==> config.mk <==
export PLATFORM = sky130hd
export DESIGN_NAME = debounced_input_switch_controller_flat
export DESIGN_NICKNAME = d
export VERILOG_FILES = /design/src/hdl/dis_pkg.sv /design/src/hdl/dis_if.sv /design/src/hdl/dis_step.sv /design/src/hdl/debounced_input_switch_controller.sv /design/src/flat_wrapper.sv
export SDC_FILE = /design/constraint.sdc
export NUM_CORES = 1
export LEC_CHECK = 0
export ABC_CLOCK_PERIOD_IN_PS = 2000
export BUFFER_PORTS_ARGS = -buffer_cell sky130_fd_sc_hd__buf_2
export CORE_AREA = 2 2 73 75
export CTS_BUF_LIST = sky130_fd_sc_hd__clkbuf_4 sky130_fd_sc_hd__clkbuf_8
export DETAILED_ROUTE_END_ITERATION = 12
export DIE_AREA = 0 0 75 77
export GPL_ROUTABILITY_DRIVEN = 0
export PLACE_DENSITY = 0.74
export SYNTH_ARGS = -nofsm -noshare
export SYNTH_HDL_FRONTEND = slang
export SYNTH_SLANG_ARGS = --single-unit
==> constraint.sdc <==
create_clock -name clk -period 2 [get_ports clk]
set_input_delay 0.4 -clock clk [delete_from_list [all_inputs] [get_ports clk]]
set_output_delay 0.4 -clock clk [all_outputs]
set_load 0.02 [all_outputs]
==> src/hdl/dis_pkg.sv <==
// Shared types, constants and functions of the debounced input switch controller.
package dis_pkg;

	// Debounce integrator; the count runs 0 .. DEBOUNCE_LIMIT+1
	localparam int DEBOUNCE_LIMIT = 20;
	localparam int CNT_W = $clog2(DEBOUNCE_LIMIT + 2);
	typedef logic [CNT_W-1:0] cnt_t;
	localparam cnt_t CNT_LIMIT = CNT_W'(DEBOUNCE_LIMIT);

	// Configuration port
	localparam int CFG_IDX_W = 2;
	localparam int CFG_DATA_W = 8;
	localparam logic [CFG_IDX_W-1:0] REG_PRESS_ACTION = 2'd0;
	localparam logic [CFG_IDX_W-1:0] REG_RELEASE_ACTION = 2'd1;
	localparam logic [CFG_IDX_W-1:0] REG_LED_MODE = 2'd2;

	// Edge action codes
	typedef logic [7:0] action_t;
	localparam action_t ACT_NONE = 8'd0;
	localparam action_t ACT_TOGGLE = 8'd1;
	localparam action_t ACT_ON = 8'd2;
	localparam action_t ACT_OFF = 8'd3;

	// LED modes
	typedef logic [3:0] led_mode_t;
	localparam led_mode_t LED_OFF = 4'd0;
	localparam led_mode_t LED_ON = 4'd1;
	localparam led_mode_t LED_HOLD = 4'd2;
	localparam led_mode_t LED_OUT = 4'd3;
	localparam led_mode_t LED_NOT_OUT = 4'd4;
	localparam led_mode_t LED_IN = 4'd5;
	localparam led_mode_t LED_NOT_IN = 4'd6;
	localparam led_mode_t LED_MANUAL = 4'd7;

	// Edge event codes
	typedef logic [1:0] edge_code_t;
	localparam edge_code_t EDGE_NONE = 2'd0;
	localparam edge_code_t EDGE_PRESS = 2'd1;
	localparam edge_code_t EDGE_RELEASE = 2'd2;

	typedef struct packed {
		action_t   press_action;
		action_t   release_action;
		led_mode_t led_mode;
	} cfg_t;

	typedef struct packed {
		logic tick;
		logic pin_level;
		logic toggle_request;
		logic out_write;
		logic out_value;
		logic led_write;
		logic led_value;
	} item_t;

	typedef struct packed {
		cnt_t count;
		logic filtered;
		logic out_state;
		logic led_state;
	} state_t;

	typedef struct packed {
		logic       out_level;
		logic       led_level;
		logic       filtered_level;
		edge_code_t edge_event;
	} result_t;

	function automatic logic apply_action(action_t code, logic level);
		case (code)
			ACT_TOGGLE: apply_action = ~level;
			ACT_ON:     apply_action = 1'b1;
			ACT_OFF:    apply_action = 1'b0;
			default:    apply_action = level;
		endcase
	endfunction

endpackage

==> src/hdl/dis_if.sv <==
// Valid/ready channel interfaces for poll words and result words.
interface dis_poll_if;
	logic valid;
	logic ready;
	logic tick;
	logic pin_level;
	logic toggle_request;
	logic out_write;
	logic out_value;
	logic led_write;
	logic led_value;

	modport source (
		output valid, tick, pin_level, toggle_request, out_write, out_value,
		       led_write, led_value,
		input  ready
	);
	modport sink (
		input  valid, tick, pin_level, toggle_request, out_write, out_value,
		       led_write, led_value,
		output ready
	);
endinterface

interface dis_result_if;
	logic       valid;
	logic       ready;
	logic       out_level;
	logic       led_level;
	logic       filtered_level;
	logic [1:0] edge_event;

	modport source (
		output valid, out_level, led_level, filtered_level, edge_event,
		input  ready
	);
	modport sink (
		input  valid, out_level, led_level, filtered_level, edge_event,
		output ready
	);
endinterface

==> src/hdl/dis_step.sv <==
// Single-poll update: host writes, debounce, edge action, toggle, LED select.
module dis_step
	import dis_pkg::*;
(
	input  cfg_t    cfg,
	input  state_t  st,
	input  item_t   item,
	output state_t  st_nxt,
	output result_t res
);

	logic       out_w;
	logic       led_w;
	logic       filt;
	cnt_t       cnt;
	logic       out_e;
	logic       out_t;
	logic       led_n;
	edge_code_t edge_ev;

	always_comb begin
		out_w = item.out_write ? item.out_value : st.out_state;
		led_w = item.led_write ? item.led_value : st.led_state;

		// up/down integrator, saturating at both ends
		cnt = st.count;
		filt = st.filtered;
		if (item.tick) begin
			if (item.pin_level) begin
				if (st.count > CNT_LIMIT)
					filt = 1'b1;
				else
					cnt = st.count + cnt_t'(1);
			end else begin
				if (st.count == '0)
					filt = 1'b0;
				else
					cnt = st.count - cnt_t'(1);
			end
		end

		// previous filtered level is the stored one
		edge_ev = EDGE_NONE;
		out_e = out_w;
		if (!filt && st.filtered) begin
			edge_ev = EDGE_PRESS;
			out_e = apply_action(cfg.press_action, out_w);
		end else if (filt && !st.filtered) begin
			edge_ev = EDGE_RELEASE;
			out_e = apply_action(cfg.release_action, out_w);
		end

		out_t = out_e ^ item.toggle_request;

		unique case (cfg.led_mode) inside
			LED_ON:               led_n = 1'b1;
			LED_HOLD, LED_MANUAL: led_n = led_w;
			LED_OUT:              led_n = out_t;
			LED_NOT_OUT:          led_n = ~out_t;
			LED_IN:               led_n = filt;
			LED_NOT_IN:           led_n = ~filt;
			default:              led_n = 1'b0;
		endcase

		st_nxt.count = cnt;
		st_nxt.filtered = filt;
		st_nxt.out_state = out_t;
		st_nxt.led_state = led_n;

		res.out_level = out_t;
		res.led_level = led_n;
		res.filtered_level = filt;
		res.edge_event = edge_ev;
	end

endmodule

==> src/hdl/debounced_input_switch_controller.sv <==
// Top level: input register, poll update with state, result register.
//
// Usage
//   poll   : sink channel, one word per poll of the switch pin. tick marks a
//            poll on which the debounce timer has elapsed; host writes of the
//            output and the manual LED bit and a toggle request ride along.
//   result : source channel, exactly one word per poll word, in order, with
//            the output level, LED level, debounced level and edge event.
//   cfg_*  : plain write port; index 0 press action, 1 release action,
//            2 LED mode. Write only while no poll word is in flight.
// Path: an accepted poll word is held in the input register, then the
//   state update writes its result word into the result register.
// Throughput: one poll word per cycle while result words are taken; the
//   combinational state update lies between the two registers.
// Stall: when the result word is not taken, the pending poll word waits in
//   the input register; poll ready drops only while both registers are full.
// Reset: arst_n clears both stages, the configuration (all zero: no action,
//   LED off), the debounce count and output/LED state, and sets the filtered
//   level to released.
module debounced_input_switch_controller
	import dis_pkg::*;
(
	input  logic                  clk,
	input  logic                  arst_n,
	input  logic                  cfg_we,
	input  logic [CFG_IDX_W-1:0]  cfg_index,
	input  logic [CFG_DATA_W-1:0] cfg_data,
	dis_poll_if.sink              poll,
	dis_result_if.source          result
);

	cfg_t    cfg_q;
	state_t  st_q;
	state_t  st_nxt;
	item_t   item_s1;
	logic    valid_s1;
	result_t res;
	result_t res_s2;
	logic    valid_s2;
	logic    fire;
	logic    take;

	// stage 2 advances when stage 1 holds a word and the result slot frees
	assign fire = valid_s1 && (!valid_s2 || result.ready);
	assign take = poll.valid && poll.ready;
	assign poll.ready = !valid_s1 || fire;

	// configuration registers
	always_ff @(posedge clk or negedge arst_n) begin
		if (!arst_n) begin
			cfg_q <= '0;
		end else if (cfg_we) begin
			unique case (cfg_index)
				REG_PRESS_ACTION:   cfg_q.press_action <= cfg_data;
				REG_RELEASE_ACTION: cfg_q.release_action <= cfg_data;
				REG_LED_MODE:       cfg_q.led_mode <= cfg_data[3:0];
				default:            ;
			endcase
		end
	end

	// input register
	always_ff @(posedge clk or negedge arst_n) begin
		if (!arst_n) begin
			valid_s1 <= 1'b0;
		end else if (poll.ready) begin
			valid_s1 <= poll.valid;
		end
	end

	always_ff @(posedge clk) begin
		if (take) begin
			item_s1.tick <= poll.tick;
			item_s1.pin_level <= poll.pin_level;
			item_s1.toggle_request <= poll.toggle_request;
			item_s1.out_write <= poll.out_write;
			item_s1.out_value <= poll.out_value;
			item_s1.led_write <= poll.led_write;
			item_s1.led_value <= poll.led_value;
		end
	end

	dis_step u_step (
		.cfg    (cfg_q),
		.st     (st_q),
		.item   (item_s1),
		.st_nxt (st_nxt),
		.res    (res)
	);

	// controller state, committed once per poll
	always_ff @(posedge clk or negedge arst_n) begin
		if (!arst_n) begin
			st_q.count <= '0;
			st_q.filtered <= 1'b1;
			st_q.out_state <= 1'b0;
			st_q.led_state <= 1'b0;
		end else if (fire) begin
			st_q <= st_nxt;
		end
	end

	// result register
	always_ff @(posedge clk or negedge arst_n) begin
		if (!arst_n) begin
			valid_s2 <= 1'b0;
		end else if (fire) begin
			valid_s2 <= 1'b1;
		end else if (result.ready) begin
			valid_s2 <= 1'b0;
		end
	end

	always_ff @(posedge clk) begin
		if (fire)
			res_s2 <= res;
	end

	assign result.valid = valid_s2;
	assign result.out_level = res_s2.out_level;
	assign result.led_level = res_s2.led_level;
	assign result.filtered_level = res_s2.filtered_level;
	assign result.edge_event = res_s2.edge_event;

	// count saturates one above the limit
	a_count_range: assert property (@(posedge clk) disable iff (!arst_n)
		st_q.count <= CNT_LIMIT + cnt_t'(1))
		else $error("debounce count out of range");

	// filtered level only moves on a committed poll with tick
	a_filt_on_tick: assert property (@(posedge clk) disable iff (!arst_n)
		(fire && !item_s1.tick) |=> $stable(st_q.filtered))
		else $error("filtered level changed without tick");

	// a press edge reports a pressed level in the same result word
	a_press_level: assert property (@(posedge clk) disable iff (!arst_n)
		(fire && res.edge_event == EDGE_PRESS) |=>
			(res_s2.filtered_level == 1'b0 && st_q.filtered == 1'b0))
		else $error("press edge with released level");

	// poll backpressure only with both stages full and output stalled
	a_ready_low: assert property (@(posedge clk) disable iff (!arst_n)
		!poll.ready |-> (valid_s1 && valid_s2 && !result.ready))
		else $error("poll ready dropped without full pipeline");

endmodule
==> src/flat_wrapper.sv <==
// flat-port wrapper written by rule: the top's interface ports become plain ports
module debounced_input_switch_controller_flat import dis_pkg::*;
  (clk, arst_n, cfg_we, cfg_index, cfg_data, poll_valid, poll_tick, poll_pin_level, poll_toggle_request, poll_out_write, poll_out_value, poll_led_write, poll_led_value, poll_ready, result_valid, result_out_level, result_led_level, result_filtered_level, result_edge_event, result_ready);
  dis_poll_if poll_i ();
  dis_result_if result_i ();
  input  logic clk;
  input  logic arst_n;
  input  logic cfg_we;
  input  logic [CFG_IDX_W-1:0] cfg_index;
  input  logic [CFG_DATA_W-1:0] cfg_data;
  input wire logic [$bits(poll_i.valid)-1:0] poll_valid;
  input wire logic [$bits(poll_i.tick)-1:0] poll_tick;
  input wire logic [$bits(poll_i.pin_level)-1:0] poll_pin_level;
  input wire logic [$bits(poll_i.toggle_request)-1:0] poll_toggle_request;
  input wire logic [$bits(poll_i.out_write)-1:0] poll_out_write;
  input wire logic [$bits(poll_i.out_value)-1:0] poll_out_value;
  input wire logic [$bits(poll_i.led_write)-1:0] poll_led_write;
  input wire logic [$bits(poll_i.led_value)-1:0] poll_led_value;
  output wire logic [$bits(poll_i.ready)-1:0] poll_ready;
  output wire logic [$bits(result_i.valid)-1:0] result_valid;
  output wire logic [$bits(result_i.out_level)-1:0] result_out_level;
  output wire logic [$bits(result_i.led_level)-1:0] result_led_level;
  output wire logic [$bits(result_i.filtered_level)-1:0] result_filtered_level;
  output wire logic [$bits(result_i.edge_event)-1:0] result_edge_event;
  input wire logic [$bits(result_i.ready)-1:0] result_ready;
  assign poll_i.valid = poll_valid;
  assign poll_i.tick = poll_tick;
  assign poll_i.pin_level = poll_pin_level;
  assign poll_i.toggle_request = poll_toggle_request;
  assign poll_i.out_write = poll_out_write;
  assign poll_i.out_value = poll_out_value;
  assign poll_i.led_write = poll_led_write;
  assign poll_i.led_value = poll_led_value;
  assign poll_ready = poll_i.ready;
  assign result_valid = result_i.valid;
  assign result_out_level = result_i.out_level;
  assign result_led_level = result_i.led_level;
  assign result_filtered_level = result_i.filtered_level;
  assign result_edge_event = result_i.edge_event;
  assign result_i.ready = result_ready;
  debounced_input_switch_controller u_core (.clk(clk), .arst_n(arst_n), .cfg_we(cfg_we), .cfg_index(cfg_index), .cfg_data(cfg_data), .poll(poll_i), .result(result_i));
endmodule
==> parameters.txt, run 1 <==
Parameter                              Value

Worst setup path
  Worst Setup Start Kind ... flip-flop
  Cell type of the slowest stage on the worst timing path ... sky130_fd_sc_hd__or4_4
  CP bufs+invs ... 0
  Worst path cell trace ... or4_4, nor4_4, nand2_2, o311ai_4, o21a_2, nor3_2
  Arr. time, crit path ... 2100 ps
  WP data required ... 2040 ps
  Sort of element at the end of the critical path ... flip-flop
  Kind of cell adding the most delay to the critical path ... simple AND/OR/NAND/NOR gates
  Setup slack of the worst register-to-register path ... -60 ps
  Highest fanout seen on the critical path ... 3
  Class of the most critical setup path ... reg2reg
  Largest stage delay, worst path ... 550 ps

Synthesis
  Portion of netlist area occupied by mux cells ... 0.134
  Sequential-to-total area share from yosys stat ... 0.519
  Average size of a mapped cell ... roughly 13 µm²
  Syn nets ... 190
  Top cells by area, synth ... sky130_fd_sc_hd__dfrtp_1 (34%), sky130_fd_sc_hd__edfxtp_1 (17%), sky130_fd_sc_hd__mux2_2 (12%)
  Fraction of synthesized cell area taken by the top area cell type ... 0.339
  Synth Area in XOR/XNOR ... 0.0204
  Proportion of synthesized flip-flops having asynchronous set or reset ... 0.714
  Number of enable-type register cells in the synthesized netlist ... 12
  Dominant cell type by area after synthesis ... sky130_fd_sc_hd__dfrtp_1
  Synthesized netlist cell count ... ~160
  Synth Area in Compound Gates ... 0.125
  Ys flop type ... sky130_fd_sc_hd__dfrtp_1
  Unique masters post-synth ... 55
  Post-synthesis register bit count ... between 40 and 50
  Post-synthesis instance area ... between 2000 and 2500 µm²
  Area fraction in and, or, nand and nor cells after synthesis ... 0.158
  Combinational family with the most area after synthesis ... simple AND/OR/NAND/NOR gates
  Ys Warns ... 0
  Synthesized-area fraction occupied by adder cells ... 0.0269

Global route
  First-pass GRT wire length ... 6.40 mm
  Number of global-route vias before repair ... 1390
  Number of antenna violations at the first check in global routing ... 0
  Total global routing track utilization ... 0.142
  Maximum number of pins on one net before global-route repair ... 31
  Total overflow reported by the global router ... 0

CTS
  TritonCTS clock tree ... done
  Clock tree buffer depth ... 2
  Post-cts hold buffer count ... 0
  Number of setup buffers added after CTS ... 0
  Number of H-tree levels ... 2
  CTS Buf Count ... 5
  Root Buffer ... sky130_fd_sc_hd__clkbuf_8
  CTS clk-pin slew, worst paths ... 80 ps
  Number of clock sinks seen by CTS ... 42
  Clock Latency Late Sink ... 290 ps

STA
  Achievable clock frequency ... 0.486 GHz
  Setup total negative slack ... -73.8 ps
  Final hold violations ... 0
  Part of the cycle the worst path needs ... 1.03
  Worst setup skew after layout ... 6.88 ps
  Measured slew at the worst slew-check pin ... 659 ps
  Relative slew slack ... 0.561
  Post-layout minimum cycle time ... approximately 2100 ps
  Post-route worst setup slack ... -58.4 ps
  Count of final setup violators ... 2
  Pins Over Slew Limit ... 0
  Setup repair after global routing missed its margin ... true

Pwr
  IR Drop Worst-Case VDD ... between 0.5 and 0.6 mV
  Sequential share of power ... 0.462
  Portion of total power attributed to combinational logic ... 0.340
  Power per standard cell area ... 1060 nW/µm²
  Fraction of power consumed by the clock network ... 0.198
  Leak pwr ... about 1.1 nW
  Sw Pwr ... a little over 0.0009 W
  Sw Share ... 0.341
  Internal portion of total power ... 0.00180 W

Floorplanning
  Site Rows ... 26
  Floorplan die area ... 5780 µm²
  Horizontal extent of the die ... between 70 and 80 µm
  Y dimension of the die ... ~77 µm
  Starting Density ... 0.431
  Area of the core ... 4980 µm²
  Boundary pin count ... 29

Placed design
  HPWL after DPL ... approximately 3 mm
  Port bufs ... 28
  Worst slack after detailed placement ... -54.1 ps
  Area post-placement ... 2460 µm²
  Number of placed instances with taps included ... about 270

Routing
  Detailed-route DRC error count ... 0
  Routed len/inst ... 13.9 µm
  Drt initial violations ... 51
  DRT antenna net count ... 0
  Post-DR vias/cell ... 5.10
  DR pass1 iterations ... 4
  Overall via count from detail_route ... around 1400
  Routed Wire Length ... 3.93 mm

Cells and area
  Fraction of final layout cells sized beyond drive strength 1 ... 0.458
  Final non-filler cell area ... ~2600 µm²
  Antenna cells ... 0
  Finished Layout Cells ... between 200 and 300
  Layout overhead on the synthesized area ... 20.5%
  Number of nets in the final layout ... 237

Run status
  Status ... finished, violations left
  Violated checks ... setup timing

Flow run
  Number of violations of the max-capacitance limit ... 0

Min path
  Min-Delay Path Class ... in2async
==> power groups by stage <==
stage | clock [W] | combinational, W | sequential (W)
finish | 0.000541 | 0.000929 | 0.00126
floorplan | 0 | 0.000618 | 0.00126
global route | 0.000592 | 0.00103 | 0.00129
CTS | 0.000561 | 0.000918 | 0.00126
global placement | 0 | 0.000880 | 0.00127
detailed placement | 0 | 0.000909 | 0.00128
==> layout by cell type, fill, tap and decap left out, types with 2 or more instances in the layout <==
master	count
sky130_fd_sc_hd__clkbuf_8	5
sky130_fd_sc_hd__a31oi_1	3
sky130_fd_sc_hd__ha_1	3
sky130_fd_sc_hd__buf_4	14
sky130_fd_sc_hd__mux2_2	22
sky130_fd_sc_hd__nor4_4	3
sky130_fd_sc_hd__nand3b_1	3
sky130_fd_sc_hd__inv_1	7
sky130_fd_sc_hd__nand2_1	11
sky130_fd_sc_hd__buf_2	28
sky130_fd_sc_hd__and2_1	2
sky130_fd_sc_hd__o21ai_0	2
sky130_fd_sc_hd__nand2b_1	4
sky130_fd_sc_hd__a2111oi_4	2
sky130_fd_sc_hd__or2b_1	2
sky130_fd_sc_hd__nor2_1	7
sky130_fd_sc_hd__a21oi_1	7
sky130_fd_sc_hd__edfxtp_1	12
sky130_fd_sc_hd__nor3_2	2
sky130_fd_sc_hd__o31ai_2	2
sky130_fd_sc_hd__a21o_1	2
sky130_fd_sc_hd__dfrtp_1	29
sky130_fd_sc_hd__o211ai_1	2
sky130_fd_sc_hd__xnor2_1	4
==> cells in the mapped netlist, drive strengths merged (4+ instances only) <==
cell,instances
inv,7
xnor2,4
edfxtp,12
nor2,8
nand2b,4
nand2,12
a21oi,7
mux2,23
dfrtp,29
nor4,4
==> layer usage <==
metal	part of all wire	vias up	GRT usage
li1	-	699	-
met1	0.48	705	0.209
met2	0.47	28	0.209
met3	0.031	7	0.0237
met4	0.016	0	0.0500
met5	0	-	0
==> path summary, 6_finish.rpt <==
check | from | endpoint | cells after the start
max | u_core.cfg_q[11]$_DFFE_PN0P_ | u_core.result.led_level$_DFFE_PP_ | 6
min | arst_n | u_core.st_q[5]$_DFFE_PN0P_ | 1
max reg2reg | u_core.cfg_q[11]$_DFFE_PN0P_ | u_core.result.led_level$_DFFE_PP_ | 6
min reg2reg | u_core.valid_s1$_DFFE_PN0N_ | u_core.result.valid$_DFFE_PN0P_ | 1
max in group asynchronous | arst_n | u_core.cfg_q[14]$_DFFE_PN0P_ | 1
min in group clk | poll_led_value | u_core.item_s1[0]$_DFFE_PP_ | 1
==> stage by stage <==
step            util  hold slack (ps)  power [W]
2_1_floorplan      -              104    0.00188
3_3_place_gp   0.495              466    0.00215
3_5_place_dp   0.495              481    0.00218
4_1_cts        0.514              158    0.00274
5_1_grt        0.519              188    0.00291
6_report       0.519              132    0.00273
==> logic make-up after synthesis <==
group / after synthesis
AO/OA/AOI/OAI: 29
XOR/XNOR: 5
adder cells (fa/ha/maj): 4
buffers and inverters: 9
flip-flops: 42
multiplexers: 25
AND/OR/NAND/NOR: 50
==> area by class of cell <==
cell class | instances | area [µm²]
multi-input combinational | 113 | 1020
sequential | 42 | 1110
tap | 70 | 87.6
fill | 432 | 2390
clock buffer | 5 | 68.8
inverter | 7 | 26.3
timing repair buffer | 42 | 245
clock inverter | 3 | 21.3
==> state kept, by name, summed over array words and instances, names as in the netlist <==
| register | flops |
|---|---|
| u_core.cfg_q | 20 |
| u_core.result.edge_event | 2 |
| u_core.result.valid | 1 |
| u_core.st_q | 8 |
| u_core.result.out_level | 1 |
| u_core.valid_s1 | 1 |
| u_core.result.filtered_level | 1 |
| u_core.item_s1 | 7 |
| u_core.result.led_level | 1 |
==> worst reg2reg max path: cells and delay by family, from the launching register on <==
| kind | cells | cell delay, ps |
|---|---|---|
| flops | 1 | 380 |
| simple gates | 4 | 920 |
| compound gates | 2 | 510 |
==> repair_timing <==
item                       CTS  global route
gates resized for setup      1             4
setup endpoints to repair    2             4
pin swaps                    1             3
Note: power is estimated with default switching activity, not from simulation.
==> run 2: changes to the inputs <==
==> constraint.sdc (replaced) <==
create_clock -name clk -period 2 [get_ports clk]
set_input_delay 0.2 -clock clk [delete_from_list [all_inputs] [get_ports clk]]
set_output_delay 0.2 -clock clk [all_outputs]
set_load 0.02 [all_outputs]
==> run 2 against run 1 <==
The run still ends with setup timing left. Fmax rose by 1.1%. Hold slack lost 50 ps. Flip-flop and latch count unchanged. Final cell count fell by 0.35%. Cell area up 0.48%. Non-clock buffer count fell by 1. Clock skew fell by 1.9 ps. Via count is 1.8% lower. Sequential share of layout area fell by 0.21 points. Power increased by 3.8%. Critical path type unchanged. Largest power group unchanged.
==> parameters.txt, run 2 (same netlist as run 1, synthesis figures left out) <==
Parameter                              Value

Run status
  Status ... finished, violations left
  Violated checks ... setup timing

Cells and area
  Largest register by flop count ... u_core.cfg_q
  Number of nets in the final layout ... 236
  Final non-filler cell area ... about 2600 µm²
  Layout filler cell count ... 446
  Biggest registers after layout ... u_core.cfg_q: 20 flops, u_core.st_q: 8 flops, u_core.item_s1: 7 flops
  Fraction of final layout cells sized beyond drive strength 1 ... 0.450
  Largest register FFs ... 20
  Most frequent cells in the layout ... sky130_fd_sc_hd__dfrtp_1 (29), sky130_fd_sc_hd__buf_2 (28), sky130_fd_sc_hd__mux2_2 (22)
  Sequential Area ... about 1100 µm²
  Antenna cells ... 0
  Footprint of the multi-input gates ... 1010 µm²
  Most common cell after layout, fill and taps aside ... sky130_fd_sc_hd__dfrtp_1
  Layout overhead on the synthesized area ... 21.1%

Pwr
  Power per standard cell area ... 1090 nW/µm²
  Leak pwr ... 1.08 nW
  IR Drop Worst-Case VDD ... 0.477 mV

Worst setup path
  Worst Setup Start Kind ... flip-flop
  WP data required ... 2040 ps
  Worst path cell trace ... mux2_4, and4_4, nor4_4, mux2i_2, o21a_2, nor3_1
  Arr. time, crit path ... 2080 ps
  Largest stage delay, worst path ... 430 ps
  Highest fanout seen on the critical path ... 3
  Cell type of the slowest stage on the worst timing path ... sky130_fd_sc_hd__edfxtp_1
  Sort of element at the end of the critical path ... flip-flop
  Class of the most critical setup path ... reg2reg

Routing
  DRT antenna net count ... 0
  Routed Wire Length ... about 3.8 mm
  Routed len/inst ... between 10 and 15 µm
  DR pass1 iterations ... 4
  Detailed-route DRC error count ... 0
  Drt initial violations ... 45
  Overall via count from detail_route ... 1413
  Post-DR vias/cell ... 5.03

STA
  Relative slew slack ... 0.552
  Setup total negative slack ... -36.1 ps
  Post-layout minimum cycle time ... 2040 ps
  Pins Over Slew Limit ... 0
  Worst setup skew after layout ... 5.01 ps
  Count of final setup violators ... 1
  Measured slew at the worst slew-check pin ... between 600 and 700 ps
  Final hold violations ... 0
  Part of the cycle the worst path needs ... 1.02
  Post-route worst setup slack ... -36.1 ps
  Achievable clock frequency ... 0.491 GHz
  Setup repair after global routing missed its margin ... true

CTS
  Clock tree buffer depth ... 2
  CTS Buf Count ... 5
  CTS clk-pin slew, worst paths ... 80 ps
  Number of setup buffers added after CTS ... 0
  Clock Latency Late Sink ... 290 ps
  Root Buffer ... sky130_fd_sc_hd__clkbuf_8
  Number of H-tree levels ... 2
  Number of clock sinks seen by CTS ... 42
  TritonCTS clock tree ... done

Global route
  Number of global-route vias before repair ... 1466
  Number of antenna violations at the first check in global routing ... 0
  Total overflow reported by the global router ... 0
  Total global routing track utilization ... 0.151
  Maximum number of pins on one net before global-route repair ... 31
  First-pass GRT wire length ... 6.67 mm

Floorplanning
  Horizontal extent of the die ... about 75 µm
  Floorplan die area ... 5780 µm²
  Site Rows ... 26
  Boundary pin count ... 29
  Y dimension of the die ... 77 µm
  Area of the core ... approximately 5000 µm²
  Starting Density ... 0.431

Placed design
  Area post-placement ... 2450 µm²
  Port bufs ... 28
  HPWL after DPL ... 2.95 mm

Min path
  Min-Delay Path Class ... in2reg

Flow run
  Number of violations of the max-capacitance limit ... 0
## run 2: layout make-up
type	count	area share
timing repair buffer	41	0.0926
tap	70	0.0338
multi-input combinational	113	0.391
clock buffer	6	0.0294
inverter	7	0.0101
clock inverter	2	0.0145
sequential	42	0.429
## run 2: what timing repair did
| action | CTS | global route |
|---|---|---|
| endpoints found under the setup margin | 3 | 5 |
| gates resized for setup | 2 | 3 |
| hold buffers | 1 | 0 |
| cloned | 0 | 0 |
| endpoints found under the hold margin | 29 | 0 |
| pin swaps | 3 | 2 |
## run 2: report_power, final
group          switching (W)  internal [W]
combinational       0.000443      0.000466
clock               0.000276      0.000386
sequential          0.000182       0.00108
total               0.000901       0.00193
## run 2: critical path, delay by kind of cell (launching register included)
kind            cells  cell delay [ps]
mux                 2              640
simple gates        3              520
flops               1              430
compound gates      1              190
## run 2: through the flow
stage	cells	utilization	total power (W)	worst slack, ps	hold WS (ps)
after global routing	281	0.521	0.00304	-121	61.7
final	281	0.521	0.00284	-36.1	82.4
after floorplan	164	-	0.00188	28.8	-95.6
after CTS	281	0.520	0.00286	-20.5	73.5
after global placement	272	0.492	0.00215	4.57	275
after detailed placement	272	0.492	0.00218	-65.1	279
## run 2: final timing paths
path	start	end	slack (ps)	depth (start not counted)
min in group asynchronous	arst_n	u_core.st_q[3]$_DFFE_PN0P_	480	2
max	u_core.item_s1[3]$_DFFE_PP_	u_core.result.led_level$_DFFE_PP_	-40	6
min	poll_out_write	u_core.item_s1[3]$_DFFE_PP_	80	1
max in group asynchronous	arst_n	u_core.cfg_q[0]$_DFFE_PN0P_	1090	2
max reg2reg	u_core.item_s1[3]$_DFFE_PP_	u_core.result.led_level$_DFFE_PP_	-40	6
min reg2reg	u_core.valid_s1$_DFFE_PN0N_	u_core.result.valid$_DFFE_PN0P_	500	1
## run 2: per-layer routing
layer | GRT usage | part of all wire | vias up
met5 | 0 | 0 | -
met4 | 0.0482 | 0.0068 | 0
met3 | 0.0381 | 0.045 | 2
met2 | 0.227 | 0.48 | 25
met1 | 0.213 | 0.47 | 684
li1 | - | - | 702
==> run 3: changes to the inputs <==
SKIP_CTS_REPAIR_TIMING = 1   (was default)
==> run 3 against run 2 <==
Global-route usage fell by 0.080 points. Die area did not move. Sequential power barely moved. Cell area rose by 0.48%. Clock power barely moved. Highest routed layer unchanged. The flow still finishes with violations (setup timing).
==> parameters.txt, run 3 (same netlist as run 1, synthesis figures left out) <==
Parameter                              Value

Routing
  DRT antenna net count ... 0
  Drt initial violations ... 39
  DR pass1 iterations ... 4
  Overall via count from detail_route ... 1417
  Routed len/inst ... 13.6 µm
  Post-DR vias/cell ... 5.02
  Detailed-route DRC error count ... 0
  Routed Wire Length ... 3.85 mm

Floorplanning
  Y dimension of the die ... 77 µm
  Site Rows ... 26
  Area of the core ... 4980 µm²
  Starting Density ... 0.431
  Horizontal extent of the die ... ~75 µm
  Floorplan die area ... 5780 µm²
  Boundary pin count ... 29

Worst setup path
  Sort of element at the end of the critical path ... flip-flop
  Worst Setup Start Kind ... flip-flop
  Class of the most critical setup path ... reg2reg
  WP data required ... 2040 ps
  Cell type of the slowest stage on the worst timing path ... sky130_fd_sc_hd__or4_4
  Launch point of the critical path ... u_core.cfg_q[11]$_DFFE_PN0P_
  Worst R2R Start ... u_core.cfg_q[11]$_DFFE_PN0P_
  Worst path cell trace ... or4_4, nor4_4, a221o_2, o311ai_4, nor3_2, nor3_1
  Arr. time, crit path ... 2080 ps
  Highest fanout seen on the critical path ... 3
  Largest stage delay, worst path ... around 550 ps

STA
  Part of the cycle the worst path needs ... 1.02
  Setup repair after global routing missed its margin ... true
  Worst setup skew after layout ... 4.29 ps
  Measured slew at the worst slew-check pin ... 664 ps
  Setup total negative slack ... -38.2 ps
  Pins Over Slew Limit ... 0
  Post-route worst setup slack ... -36.8 ps
  Final hold violations ... 0
  Achievable clock frequency ... 0.491 GHz
  Post-layout minimum cycle time ... 2040 ps
  Count of final setup violators ... 2
  Relative slew slack ... 0.556

Global route
  Number of global-route vias before repair ... 1459
  First-pass GRT wire length ... 6.62 mm
  Maximum number of pins on one net before global-route repair ... 31
  Total overflow reported by the global router ... 0
  Number of antenna violations at the first check in global routing ... 0
  Total global routing track utilization ... 0.150

Placed design
  Worst slack after detailed placement ... -65.1 ps
  Port bufs ... 28
  Area post-placement ... 2450 µm²
  HPWL after DPL ... 2.95 mm

Pwr
  Power per standard cell area ... 1090 nW/µm²
  Portion of total power attributed to combinational logic ... 0.322
  Sw Pwr ... 0.000901 W
  Internal portion of total power ... a little under 0.002 W
  IR Drop Worst-Case VDD ... 0.476 mV
  Leak pwr ... 1.09 nW
  Fraction of power consumed by the clock network ... 0.232
  Sw Share ... 0.317
  Sequential share of power ... 0.446

CTS
  Clock tree buffer depth ... 2
  CTS clk-pin slew, worst paths ... around 80 ps
  Number of clock sinks seen by CTS ... 42
  Number of H-tree levels ... 2
  Root Buffer ... sky130_fd_sc_hd__clkbuf_8
  TritonCTS clock tree ... done
  Clock Latency Late Sink ... between 200 and 300 ps
  CTS Buf Count ... 5

Cells and area
  Footprint of the multi-input gates ... about 1000 µm²
  Sequential Area ... 1110 µm²
  Most common cell after layout, fill and taps aside ... sky130_fd_sc_hd__dfrtp_1
  Layout overhead on the synthesized area ... 21.7%
  Number of nets in the final layout ... 237
  Largest register FFs ... 20
  Antenna cells ... 0
  Final non-filler cell area ... 2610 µm²
  Biggest registers after layout ... u_core.cfg_q: 20 flops, u_core.st_q: 8 flops, u_core.item_s1: 7 flops
  Most frequent cells in the layout ... sky130_fd_sc_hd__dfrtp_1 (29), sky130_fd_sc_hd__buf_2 (28), sky130_fd_sc_hd__mux2_2 (22)
  Layout filler cell count ... 440
  Fraction of final layout cells sized beyond drive strength 1 ... 0.458
  Largest register by flop count ... u_core.cfg_q

Flow run
  Number of violations of the max-capacitance limit ... 0

Run status
  Status ... finished, violations left
  Violated checks ... setup timing

Min path
  Startpoint of the tightest hold check path ... poll_out_write
  Min-Delay Path Class ... in2reg
run 3: changes by cell type in the layout (fill, tap and decap cells not counted), sizes merged:
cell | previous run | this run
buf | 40 | 41
run 3: cell type report:
class,instances,share of cell area
clock buffers,6,0.0293
well taps,70,0.0336
flip-flops and latches,42,0.427
multi-input cells,113,0.391
repair buffers,42,0.0950
inverters,7,0.0101
clock inverters,2,0.0144
run 3: worst paths after layout:
path	to	slack, ps	cells after the start
worst min-delay path	u_core.item_s1[3]$_DFFE_PP_	80	1
worst min register to register	u_core.result.valid$_DFFE_PN0P_	500	1
max in group asynchronous	u_core.cfg_q[0]$_DFFE_PN0P_	1090	2
worst max-delay path	u_core.result.led_level$_DFFE_PP_	-40	6
min in group asynchronous	u_core.st_q[3]$_DFFE_PN0P_	480	2
worst max register to register	u_core.result.led_level$_DFFE_PP_	-40	6
run 3: layer usage:
layer  vias to the layer above  wire, µm  global-route usage  part of all wire
met5                         -         0                   0                 0
met4                         0        21              0.0482            0.0055
met3                         2       188              0.0381             0.049
met2                        35      1840               0.226              0.48
li1                        704         -                   -                 -
met1                       676      1800               0.211              0.47
run 3: power by group through the flow:
stage          Sequential [W]  Clock (W)  Combinational, W
2_1_floorplan         0.00126          0          0.000618
3_3_place_gp          0.00127          0          0.000876
3_5_place_dp          0.00127          0          0.000904
4_1_cts               0.00126   0.000682          0.000904
5_1_grt               0.00129   0.000724           0.00103
6_report              0.00127   0.000660          0.000914
run 3: metrics by stage:
step                total power, W  hold WS [ps]  cells   util
global route               0.00305          61.6    282  0.524
detailed placement         0.00218           279    272  0.492
CTS                        0.00285         -38.3    280  0.515
floorplan                  0.00188         -95.6    164      -
global placement           0.00215           275    272  0.492
finish                     0.00284          82.7    282  0.524
run 3: worst max-delay path: cells and delay by family (launching register included):
family,cells,cell delay (ps)
flip-flops,1,390
AND/OR/NAND/NOR,4,1070
AO/OA/AOI/OAI,2,330
